==> src/sch_pkg.sv <==
// shared types and constants for the spatial cell hash table
package sch_pkg;

	// coordinate and result field widths
	localparam int COORD_W = 32;
	localparam int KEY_W   = 3 * COORD_W;
	localparam int SLOT_W  = 10;
	localparam int CNT_W   = 16;
	localparam int OCC_W   = 11;
	localparam int SIZE_W  = 4;

	// configuration port
	localparam int APB_DW = 32;
	localparam int APB_AW = 3;
	localparam logic [APB_AW-1:0] ADDR_SIZE_LOG2 = 3'd0;
	localparam logic [SIZE_W-1:0] SIZE_LOG2_RESET = 4'd10;
	localparam logic [SIZE_W-1:0] MIN_LOG2 = 4'd4;

	// spatial hash primes
	localparam logic [31:0] HASH_PX = 32'd73856093;
	localparam logic [31:0] HASH_PY = 32'd19349663;
	localparam logic [31:0] HASH_PZ = 32'd83492791;

	// operation codes
	typedef enum logic [1:0] {
		OP_CLEAR  = 2'd0,
		OP_INSERT = 2'd1,
		OP_LOOKUP = 2'd2
	} op_t;

	// source of the result item
	typedef enum logic [1:0] {
		RES_ZERO  = 2'd0,
		RES_PROBE = 2'd1,
		RES_FULL  = 2'd2
	} res_t;

	// controller to datapath
	typedef struct packed {
		logic latch_in;
		logic total_clr;
		logic hash_load;
		logic probe_next;
		logic clr_step;
		logic write_slot;
		logic insert;
		logic load_result;
		res_t kind;
	} sch_cmd_t;

	// datapath to controller
	typedef struct packed {
		logic used;
		logic match;
		logic last_probe;
		logic clr_last;
	} sch_sts_t;

endpackage

==> src/sch_ctrl.sv <==
// controller: clearing sweep, probe sequencing and output handshake
module sch_ctrl import sch_pkg::*; (
	input  logic        clk,
	input  logic        arst_n,
	input  logic        in_valid,
	output logic        in_ready,
	input  logic [1:0]  operation,
	output logic        out_valid,
	input  logic        out_ready,
	output sch_cmd_t    cmd,
	input  sch_sts_t    sts
);

	typedef enum logic [2:0] {
		S_SWEEP,
		S_IDLE,
		S_HASH,
		S_READ,
		S_CHECK,
		S_FINISH
	} state_t;

	state_t state_q;
	logic   reply_q;
	logic   insert_q;
	logic   out_valid_q;
	logic   out_free;
	logic   accept;
	logic   hit;

	assign out_free  = !out_valid_q || out_ready;
	assign in_ready  = (state_q == S_IDLE);
	assign accept    = in_valid && in_ready;
	assign out_valid = out_valid_q;
	assign hit       = !sts.used || sts.match;

	// commands to the datapath
	always_comb begin
		cmd        = '0;
		cmd.kind   = RES_ZERO;
		cmd.insert = insert_q;
		unique case (state_q)
			S_SWEEP: begin
				cmd.clr_step = 1'b1;
			end
			S_IDLE: begin
				cmd.latch_in  = accept;
				cmd.total_clr = accept && (operation == OP_CLEAR);
			end
			S_HASH: begin
				cmd.hash_load = 1'b1;
			end
			S_READ: begin
			end
			S_CHECK: begin
				if (hit) begin
					cmd.load_result = out_free;
					cmd.kind        = RES_PROBE;
					cmd.write_slot  = out_free && insert_q;
				end else if (sts.last_probe) begin
					cmd.load_result = out_free;
					cmd.kind        = RES_FULL;
				end else begin
					cmd.probe_next = 1'b1;
				end
			end
			S_FINISH: begin
				cmd.load_result = out_free;
			end
			default: begin
			end
		endcase
	end

	// state, item flags and output valid
	always_ff @(posedge clk or negedge arst_n) begin
		if (!arst_n) begin
			state_q     <= S_SWEEP;
			reply_q     <= 1'b0;
			insert_q    <= 1'b0;
			out_valid_q <= 1'b0;
		end else begin
			if (cmd.load_result) begin
				out_valid_q <= 1'b1;
			end else if (out_ready) begin
				out_valid_q <= 1'b0;
			end
			unique case (state_q)
				S_SWEEP: begin
					if (sts.clr_last) begin
						state_q <= reply_q ? S_FINISH : S_IDLE;
					end
				end
				S_IDLE: begin
					if (accept) begin
						insert_q <= (operation == OP_INSERT);
						if (operation == OP_CLEAR) begin
							reply_q <= 1'b1;
							state_q <= S_SWEEP;
						end else if (operation == OP_INSERT || operation == OP_LOOKUP) begin
							state_q <= S_HASH;
						end else begin
							state_q <= S_FINISH;
						end
					end
				end
				S_HASH: begin
					state_q <= S_READ;
				end
				S_READ: begin
					state_q <= S_CHECK;
				end
				S_CHECK: begin
					if (cmd.load_result) begin
						state_q <= S_IDLE;
					end else if (cmd.probe_next) begin
						state_q <= S_READ;
					end
				end
				S_FINISH: begin
					if (cmd.load_result) begin
						state_q <= S_IDLE;
					end
				end
				default: begin
					state_q <= S_IDLE;
				end
			endcase
		end
	end

	// one item in flight: an accepted item drops ready
	a_one_item: assert property (@(posedge clk) disable iff (!arst_n)
		accept |=> !in_ready)
		else $error("second item accepted while busy");

	// a result never overwrites one that has not been taken
	a_load_free: assert property (@(posedge clk) disable iff (!arst_n)
		cmd.load_result |-> out_free)
		else $error("result loaded over a waiting result");

	// sweeping never overlaps a slot update
	a_sweep_excl: assert property (@(posedge clk) disable iff (!arst_n)
		cmd.clr_step |-> !cmd.write_slot && !cmd.load_result)
		else $error("sweep overlaps slot update");

endmodule
==> config.mk <==
export PLATFORM = sky130hd
export DESIGN_NAME = sch_ctrl
export DESIGN_NICKNAME = d
export VERILOG_FILES = /design/src/sch_pkg.sv /design/src/sch_ctrl.sv
export SDC_FILE = /design/constraint.sdc
export NUM_CORES = 1
export LEC_CHECK = 0
export ABC_AREA = 1
export BUFFER_PORTS_ARGS = -buffer_cell sky130_fd_sc_hd__buf_2
export CAP_MARGIN = 20
export CORE_AREA = 2 2 39 41
export DETAILED_ROUTE_END_ITERATION = 10
export DIE_AREA = 0 0 41 43
export SYNTH_ARGS = -nofsm -noshare
export SYNTH_HDL_FRONTEND = slang
export SYNTH_SLANG_ARGS = --single-unit
export TNS_END_PERCENT = 30
==> constraint.sdc <==
create_clock -name clk -period 1.5 [get_ports clk]
set_input_delay 0.075 -clock clk [delete_from_list [all_inputs] [get_ports clk]]
set_output_delay 0.075 -clock clk [all_outputs]
set_load 0.01 [all_outputs]
==> impl_results.md, run 1 <==
* DR WL/cell at 10.05 microns
* TritonRoute pass-1 iters at 4
* Gate power share at 56.5%
* Layout cells sized above 1 at 35.05%
* Commonest non-fill, non-tap cell in the layout: buf_2
* Fin. max-slew vios at 0
* Vias in the first global route at 439
* Hold Crit Class: in -> reg
* Clock Skew at 0.007583 ns
* I/O pins at 22
* Slowest cell delay on critical path at 0.40 ns
* Pre-CTS setup slack at 0.3030 ns
* Largest net degree at the start of global routing at 8
* CP Max Fanout at 5
* Worst VDD drop at 0.0007045 V
* Critical Path Slowest Stage Cell: dfrtp_1
* PD cells at 1676 nW/um^2
* H-tree levels at 1
* Required @ worst endpoint at 1.42 ns
* Top sig layer: met4
* R2r startpoint: state_q[0]
* Post-Synthesis Cells at 72
* Fin Setup TNS at 0 ns
* DP Wirelength at 917.8 microns
* Post-Layout Cell Count at 113
* Slew headroom at 81.99%
* WL final at 1136 microns
* Crit. End Element: output pin
* Met2 wire len at 546 microns
* GRT overflow at 0
* Reg2Reg Capture Point: state_q[2]
* CTS buffer count at 3
* Netlist Area Pre-Place at 461.7 sq um
* Sw Share at 48.40%
* Lkg Pwr at 0.4047 nW
* Via count at 513
* Die footprint at 1763 sq um
* Commonest non-fill, non-tap cells in the layout: buf_2 (21), nand2_1 (18), inv_1 (17), nor2_1 (9)
* Dpl cells at 108
* Die span in x at 41 microns
* Count of cell types in the netlist at 15
* Sequential Power Share at 28.9%
* Switching pwr at 518.6 uW
* CTS max path bufs at 2
* Overall Power at 1.071 mW
* Int Pwr at 552.9 uW
* Unrepaired setup endpoints after global routing: false
* WL met3 at 64 microns
* First-pass GRT wire length at 1780 microns
* Drt drc at 0
* CTS tree: yes
* Status: completed
* DR iter-0 viols at 14
* Setup crit start kind: flip-flop
* Post-DR vias/cell at 4.540
* Skew-Pair Late Insertion Delay at 0.25 ns
* Final setup vio count at 0
* WP data arrival at 1.32 ns
* Syn_nets at 85
* Post-layout min period at 1.395 ns
* GR Util All Layers at 15.24%
* Fmax achieved at 716.9 MHz
* R2R setup slack at 0.32 ns
* Slew @ Worst Pin at 0.2692 ns
* Synthesis warning total at 0
* DRT antenna net count at 0
* Cell Chain, Critical Path: inv_2 -> nand2_2 -> nor3_4 -> nand2_1 -> inv_1 -> buf_2
* Final nets at 112
* Min-Delay Path Depth at 4
* Final Hold Vio Count at 0
* Initial Util at 33.36%
* Clock power frac at 14.6%
* Tcrit/Tclk final at 92.99%
* Diode count at 0
* Final setup margin at 0.1051 ns
* Reg2Reg Depth at 5
* CP Class: reg -> out
* GPL Wtd Cong at 0.8372
* Seq cells post-synth at 6
* Mean Syn Cell Area at 6.412 sq um
* # clock sinks at 6
* Fin util at 46.20%
* Max_cap viols at 0
* Initial antenna violation count at 0
* HP Start: out_ready
* Buffers on Ports at 21
* Reg clk slew, reported paths at 0.05 ns
* Root buf cell: clkbuf_4
* Worst Hold End: out_valid
* Wire length on met1 at 510 microns
* Die Y at 43 microns
* Sequential cell area fraction in the yosys report at 32.52%
* Area growth from synthesis to layout at 38.48%
* Core area at 1384 sq um
* Core Rows at 14
[Yosys cell counts]
| cell | n | area [sq um] |
|---|---|---|
| dfrtp_1 | 6 | 150.1 |
| buf_4 | 1 | 7.510 |
| nand3b_1 | 1 | 7.510 |
| nor3_2 | 2 | 20.02 |
| ha_1 | 3 | 37.54 |
| a21oi_1 | 1 | 5.000 |
| inv_2 | 1 | 3.750 |
| nand2_1 | 19 | 71.32 |
| nand3_1 | 4 | 20.02 |
| inv_1 | 17 | 63.81 |
| nor3_1 | 1 | 5.000 |
| nor4_1 | 1 | 6.260 |
| o21ai_0 | 4 | 20.02 |
| nor2_1 | 10 | 37.54 |
| nor2_2 | 1 | 6.260 |
[kinds of logic after synthesis]
kind of cell             after synthesis  share of synthesized area [%]
AND/OR/NAND/NOR                       39                          37.67
buffers and inverters                 19                          16.26
flip-flops                             6                          32.52
AO/OA/AOI/OAI                          5                          5.419
adder cells (fa/ha/maj)                3                          8.131
[worst max path at each step]
stage                          start  slack [ns]  cells after the start    endpoint
after floorplan           state_q[0]        0.38                      3      cmd[4]
after global routing      state_q[2]        0.01                      6      cmd[8]
after detailed placement  state_q[0]        0.30                      4      cmd[4]
after CTS                 state_q[0]        0.03                      4      cmd[4]
final                     state_q[2]        0.11                      6      cmd[8]
after global placement    state_q[0]        0.28                      5  state_q[2]
[layout make-up]
| cell class | count | area, sq um |
|---|---|---|
| fill | 133 | 744.5 |
| inverter | 18 | 67.56 |
| multi-input combinational | 47 | 254.0 |
| tap | 16 | 20.02 |
| timing repair buffer | 23 | 122.6 |
| clock buffer | 3 | 22.52 |
| sequential | 6 | 152.6 |
[stage by stage]
stage | instance area, sq um | hold WS (ns)
after floorplan | 461.7 | -0.2206
after global placement | 579.3 | -0.08514
after detailed placement | 579.3 | -0.08778
after CTS | 611.8 | 0.1443
after global routing | 639.4 | 0.1750
final | 639.4 | 0.1607
[sequential cells by signal, summed over array words and instances, names as in the netlist]
name / count
state_q: 3
reply_q: 1
insert_q: 1
out_valid: 1
[power groups by stage]
stage          sequential (mW)  clock (mW)  combinational, mW
5_1_grt                  0.318       0.169              0.686
6_report                 0.309       0.156              0.606
3_3_place_gp             0.296           0              0.549
2_1_floorplan            0.293           0              0.387
3_5_place_dp             0.300           0              0.548
4_1_cts                  0.297       0.157              0.557
[what timing repair did]
action,4_1_cts,5_1_grt
endpoints found under the hold margin,6,0
buffers inserted,0,1
resized for setup,0,6
setup endpoints to repair,0,2
hold buffers,1,0
[worst max-delay path: cells and delay by family (launching register included)]
| kind | cells | cell delay (ns) |
|---|---|---|
| buf+inv | 3 | 0.27 |
| flops | 1 | 0.40 |
| simple gates | 3 | 0.39 |
[per-layer routing]
| metal | vias to the layer above | GRT usage, % |
|---|---|---|
| met5 | - | 0 |
| met4 | 0 | 8.000 |
| met3 | 3 | 4.712 |
| met2 | 16 | 20.94 |
| met1 | 229 | 20.59 |
| li1 | 265 | - |
Power figures use the tool's default switching activity.
==> run 2, diff against run 1 <==
Settings changed: CORE_AREA 2 2 39 41 to 5 5 42 44, DIE_AREA 0 0 41 43 to 0 0 47 49.
==> run 2 against run 1 <==
Compared with the run above:
- die area rose by 31%
- sequential power about the same
- final area down 1.6%
- clock-buffer cell count unchanged
- fmax grew 0.73%
- flip-flop and latch count did not move
- combinational power is 6.1% lower
- non-clock buffer count decreased by 1
- first-iteration DRC count shrank 86%
- critical path depth did not move
- clock skew shrank 0.0054 ns
- cell count decreased by 0.88%
- critical endpoint unchanged
- largest cell class unchanged
==> impl_results.md, run 2 (synthesized netlist as in run 1, its figures left out) <==
* WP data arrival at 1.31 ns
* Area growth from synthesis to layout at 36.31%
* CP Max Fanout at 5
* Fin Setup TNS at 0 ns
* Post-Layout Cell Count at 112
* Placed cell area at 579.3 sq um
* Slowest cell delay on critical path at 0.42 ns
* Reg area at 152.6 sq um
* Die span in x at 47 microns
* Reg clk slew, reported paths at 0.04 ns
* Final setup vio count at 0
* Sequential Power Share at 29.9%
* Slew headroom at 80.65%
* Commonest non-fill, non-tap cell in the layout: buf_2
* Cell Chain, Critical Path: inv_2 -> nand2_1 -> nor3_4 -> nand2_1 -> inv_1 -> buf_2
* Cell mode on critical path: nand2_1
* Buf/Inv on CP at 3
* Final Hold Vio Count at 0
* Final instance area at 629.4 sq um
* Commonest non-fill, non-tap cells in the layout: buf_2 (21), nand2_1 (19), inv_1 (17), nor2_1 (9)
* CP Class: reg -> out
* WL final at 1107 microns
* Die Y at 49 microns
* Worst VDD drop at 0.0007407 V
* Postcts setup bufs at 0
* I/O pins at 22
* Multi-input gate area at 251.5 sq um
* Setup crit start kind: flip-flop
* Reg with most FFs: state_q
* Core Rows at 14
* TritonRoute pass-1 iters at 3
* GR Util All Layers at 11.32%
* Fillers at 167
* Layout cells sized above 1 at 33.33%
* DR WL/cell at 9.884 microns
* Gate power share at 55.3%
* Post-layout min period at 1.385 ns
* Die footprint at 2303 sq um
* Dpl cells at 108
* H-tree levels at 1
* Fin util at 44.91%
* Core area at 1401 sq um
* CTS max path bufs at 2
* Initial Util at 32.95%
* Lkg Pwr at 0.3994 nW
* Max_cap viols at 0
* Initial antenna violation count at 0
* Clock power frac at 14.8%
* Buffers on Ports at 21
* Fmax achieved at 722.1 MHz
* Fin. max-slew vios at 0
* DR iter-0 viols at 2
* Root buf cell: clkbuf_4
* Sw Share at 48.10%
* Required @ worst endpoint at 1.42 ns
* CTS buffer count at 3
* Hold Crit Class: in -> reg
* First-pass GRT wire length at 1883 microns
* Drt drc at 0
* Slew @ Worst Pin at 0.2892 ns
* Vias in the first global route at 469
* Largest net degree at the start of global routing at 8
* # clock sinks at 6
* DRT antenna net count at 0
* Via count at 498
* Crit. End Element: output pin
* Diode count at 0
* Skew-Pair Late Insertion Delay at 0.25 ns
* DP Wirelength at 923.7 microns
* PD cells at 1633 nW/um^2
* Critical Path Slowest Stage Cell: dfrtp_1
* Status: completed
* Clock Skew at 0.002208 ns
* Switching pwr at 494.5 uW
* CTS tree: yes
* Unrepaired setup endpoints after global routing: false
* Int Pwr at 533.6 uW
* GRT overflow at 0
* GPL Wtd Cong at 0.8517
* CP top delay family: flip-flops
* Final nets at 111
* Tightest hold margin at 0.1525 ns
* Number of flip-flops in the largest register at 3
* Tcrit/Tclk final at 92.32%
* R2R setup slack at 0.32 ns
* Post-DR vias/cell at 4.446
[run 2: final timing paths]
| kind | from | endpoint | cells past startpoint |
|---|---|---|---|
| worst max-delay path | state_q[2] | cmd[8] | 6 |
| worst min-delay path | out_ready | out_valid | 4 |
| worst max register to register | state_q[0] | state_q[2] | 5 |
| worst min register to register | reply_q | reply_q | 2 |
| max in group asynchronous | arst_n | state_q[1] | 2 |
| min in group asynchronous | arst_n | out_valid | 2 |
[run 2: worst register-to-register path: stages, from the launching register on]
cell     delay (ns)
dfrtp_2        0.44
nor2_2         0.16
nand2_1        0.10
o21ai_0        0.15
inv_1          0.05
o21ai_0        0.19
[run 2: timing repair]
| action | in CTS | in global routing |
|---|---|---|
| hold buffers | 1 | 0 |
| gates resized for setup | 0 | 5 |
| endpoints found under the hold margin | 6 | 0 |
| endpoints found under the setup margin | 0 | 3 |
[run 2: layout make-up]
type / count / area share, %
multi-input cells: 47 / 39.96
well taps: 16 / 3.181
inverters: 18 / 10.74
repair buffers: 22 / 18.29
clock buffers: 3 / 3.579
flip-flops and latches: 6 / 24.25
[run 2: layer usage]
metal	wire (microns)	GRT usage, %	share of wire (%)
met5	0	0	0
met3	82	3.321	7.4
met4	29	6.912	2.6
met1	480	14.48	43
met2	514	16.06	46
[run 2: per-stage QoR]
step	power [mW]	setup WS, ns
final	1.028	0.1152
after floorplan	0.6800	0.3756
after global routing	1.153	0.008713
after CTS	1.014	0.05118
after global placement	0.8515	0.2640
after detailed placement	0.8498	0.2849
[run 2: power by group through the flow]
stage | logic [mW] | clock network, mW | registers, mW
global placement | 0.556 | 0 | 0.296
global route | 0.657 | 0.177 | 0.320
finish | 0.569 | 0.152 | 0.307
detailed placement | 0.552 | 0 | 0.298
floorplan | 0.387 | 0 | 0.293
CTS | 0.556 | 0.162 | 0.295
==> run 3, diff against run 2 <==
Settings changed: RECOVER_POWER set to 100.
==> run 3 against run 2 <==
Compared with the run above:
- sequential power about the same
- via count unchanged
- register-to-register slack about the same
- critical endpoint unchanged
- worst setup slack better by 0.011 ns
- clock-buffer cell count unchanged
- sequential share of layout area up 0.24 points
- highest routed layer unchanged
- cell count unchanged
==> impl_results.md, run 3 (synthesized netlist as in run 1, its figures left out) <==
* Layout cells sized above 1 at 29.17%
* Core Rows at 14
* DP Wirelength at 923.7 microns
* Max_cap viols at 0
* HP Start: out_ready
* WL final at 1113 microns
* Drt drc at 0
* Largest net degree at the start of global routing at 8
* Fin. max-slew vios at 0
* Clock Skew at 0.002208 ns
* Buffers on Ports at 21
* Crit. End Element: output pin
* Final nets at 111
* Unrepaired setup endpoints after global routing: false
* Status: completed
* Postcts setup bufs at 0
* Commonest non-fill, non-tap cells in the layout: nand2_1 (19), buf_2 (18), inv_1 (17), nor2_1 (10)
* CP Max Fanout at 5
* Worst VDD drop at 0.0007396 V
* Number of flip-flops in the largest register at 3
* DR iter-0 viols at 2
* Reg with most FFs: state_q
* Final instance area at 623.1 sq um
* CP Class: reg -> out
* Fillers at 171
* Vias in the first global route at 469
* DRT antenna net count at 0
* GRT overflow at 0
* Dpl cells at 108
* Post-DR vias/cell at 4.446
* Crit path launch: state_q[2]
* CTS max path bufs at 2
* Die span in x at 47 microns
* Hold Crit Class: in -> reg
* Commonest non-fill, non-tap cell in the layout: nand2_1
* # clock sinks at 6
* Tcrit/Tclk final at 91.61%
* Slew headroom at 77.88%
* Multi-input gate area at 249.0 sq um
* Die footprint at 2303 sq um
* Fin util at 44.46%
* Lkg Pwr at 0.3897 nW
* Reg area at 152.6 sq um
* GR Util All Layers at 11.32%
* Final Hold Vio Count at 0
* CTS tree: yes
* Final setup vio count at 0
* WP data arrival at 1.30 ns
* First-pass GRT wire length at 1883 microns
* Post-layout min period at 1.374 ns
* Fmax achieved at 727.7 MHz
* GPL Wtd Cong at 0.8517
* Core area at 1401 sq um
* Placed cell area at 579.3 sq um
* DR WL/cell at 9.938 microns
* I/O pins at 22
* H-tree levels at 1
* TritonRoute pass-1 iters at 3
* Initial Util at 32.95%
* Setup crit start kind: flip-flop
* Slew @ Worst Pin at 0.3318 ns
* Area growth from synthesis to layout at 34.96%
* CTS buffer count at 3
* Initial antenna violation count at 0
* PD cells at 1630 nW/um^2
* Post-Layout Cell Count at 112
* R2r startpoint: state_q[0]
* Skew-Pair Late Insertion Delay at 0.25 ns
* Via count at 498
* Diode count at 0
* Fin Setup TNS at 0 ns
* Required @ worst endpoint at 1.42 ns
* Die Y at 49 microns
* Reg clk slew, reported paths at 0.04 ns
* Root buf cell: clkbuf_4
==> run 3: critical path, cell delays in order (launching register included) <==
cell	delay [ns]
dfrtp_1	0.41
inv_2	0.11
nand2_1	0.10
nor3_4	0.17
nand2_1	0.09
inv_1	0.05
buf_2	0.12
==> run 3: routing by layer <==
layer / wire length, microns / share of wire, % / vias up / GRT usage, %
li1: - / - / 263 / -
met1: 485 / 44 / 215 / 14.48
met2: 514 / 46 / 16 / 16.06
met3: 83 / 7.5 / 4 / 3.321
met4: 29 / 2.6 / 0 / 6.912
met5: 0 / 0 / - / 0
==> run 3: power breakdown <==
group	internal, mW	switching (mW)
combinational	0.201	0.356
sequential	0.232	0.0754
clock	0.0907	0.0612
total	0.523	0.492
==> run 3: metrics by stage <==
step	worst slack, ns	hold WS, ns	power [mW]
after floorplan	0.3756	-0.2206	0.6800
after global routing	0.009052	0.1800	1.142
after global placement	0.2640	-0.08620	0.8515
after detailed placement	0.2849	-0.09162	0.8498
final	0.1259	0.1525	1.015
after CTS	0.05118	0.1298	1.014
==> run 3: final cells by class <==
| class | instances | area share, % |
|---|---|---|
| timing repair buffer | 22 | 17.87 |
| multi-input combinational | 47 | 39.96 |
| inverter | 18 | 10.84 |
| tap | 16 | 3.213 |
| clock buffer | 3 | 3.614 |
| sequential | 6 | 24.50 |
==> run 3: worst paths after layout <==
path / to / slack [ns] / cells after the start
min reg2reg: reply_q / 0.45 / 2
max: cmd[8] / 0.13 / 6
min: out_valid / 0.15 / 4
max reg2reg: state_q[2] / 0.32 / 5
min in group asynchronous: out_valid / 0.23 / 2
max in group asynchronous: state_q[1] / 1.00 / 2
==> run 3: repair_timing <==
action	CTS	global route
hold buffers	1	0
hold endpoints to repair	6	0
setup endpoints to repair	0	3
resized for setup	0	5
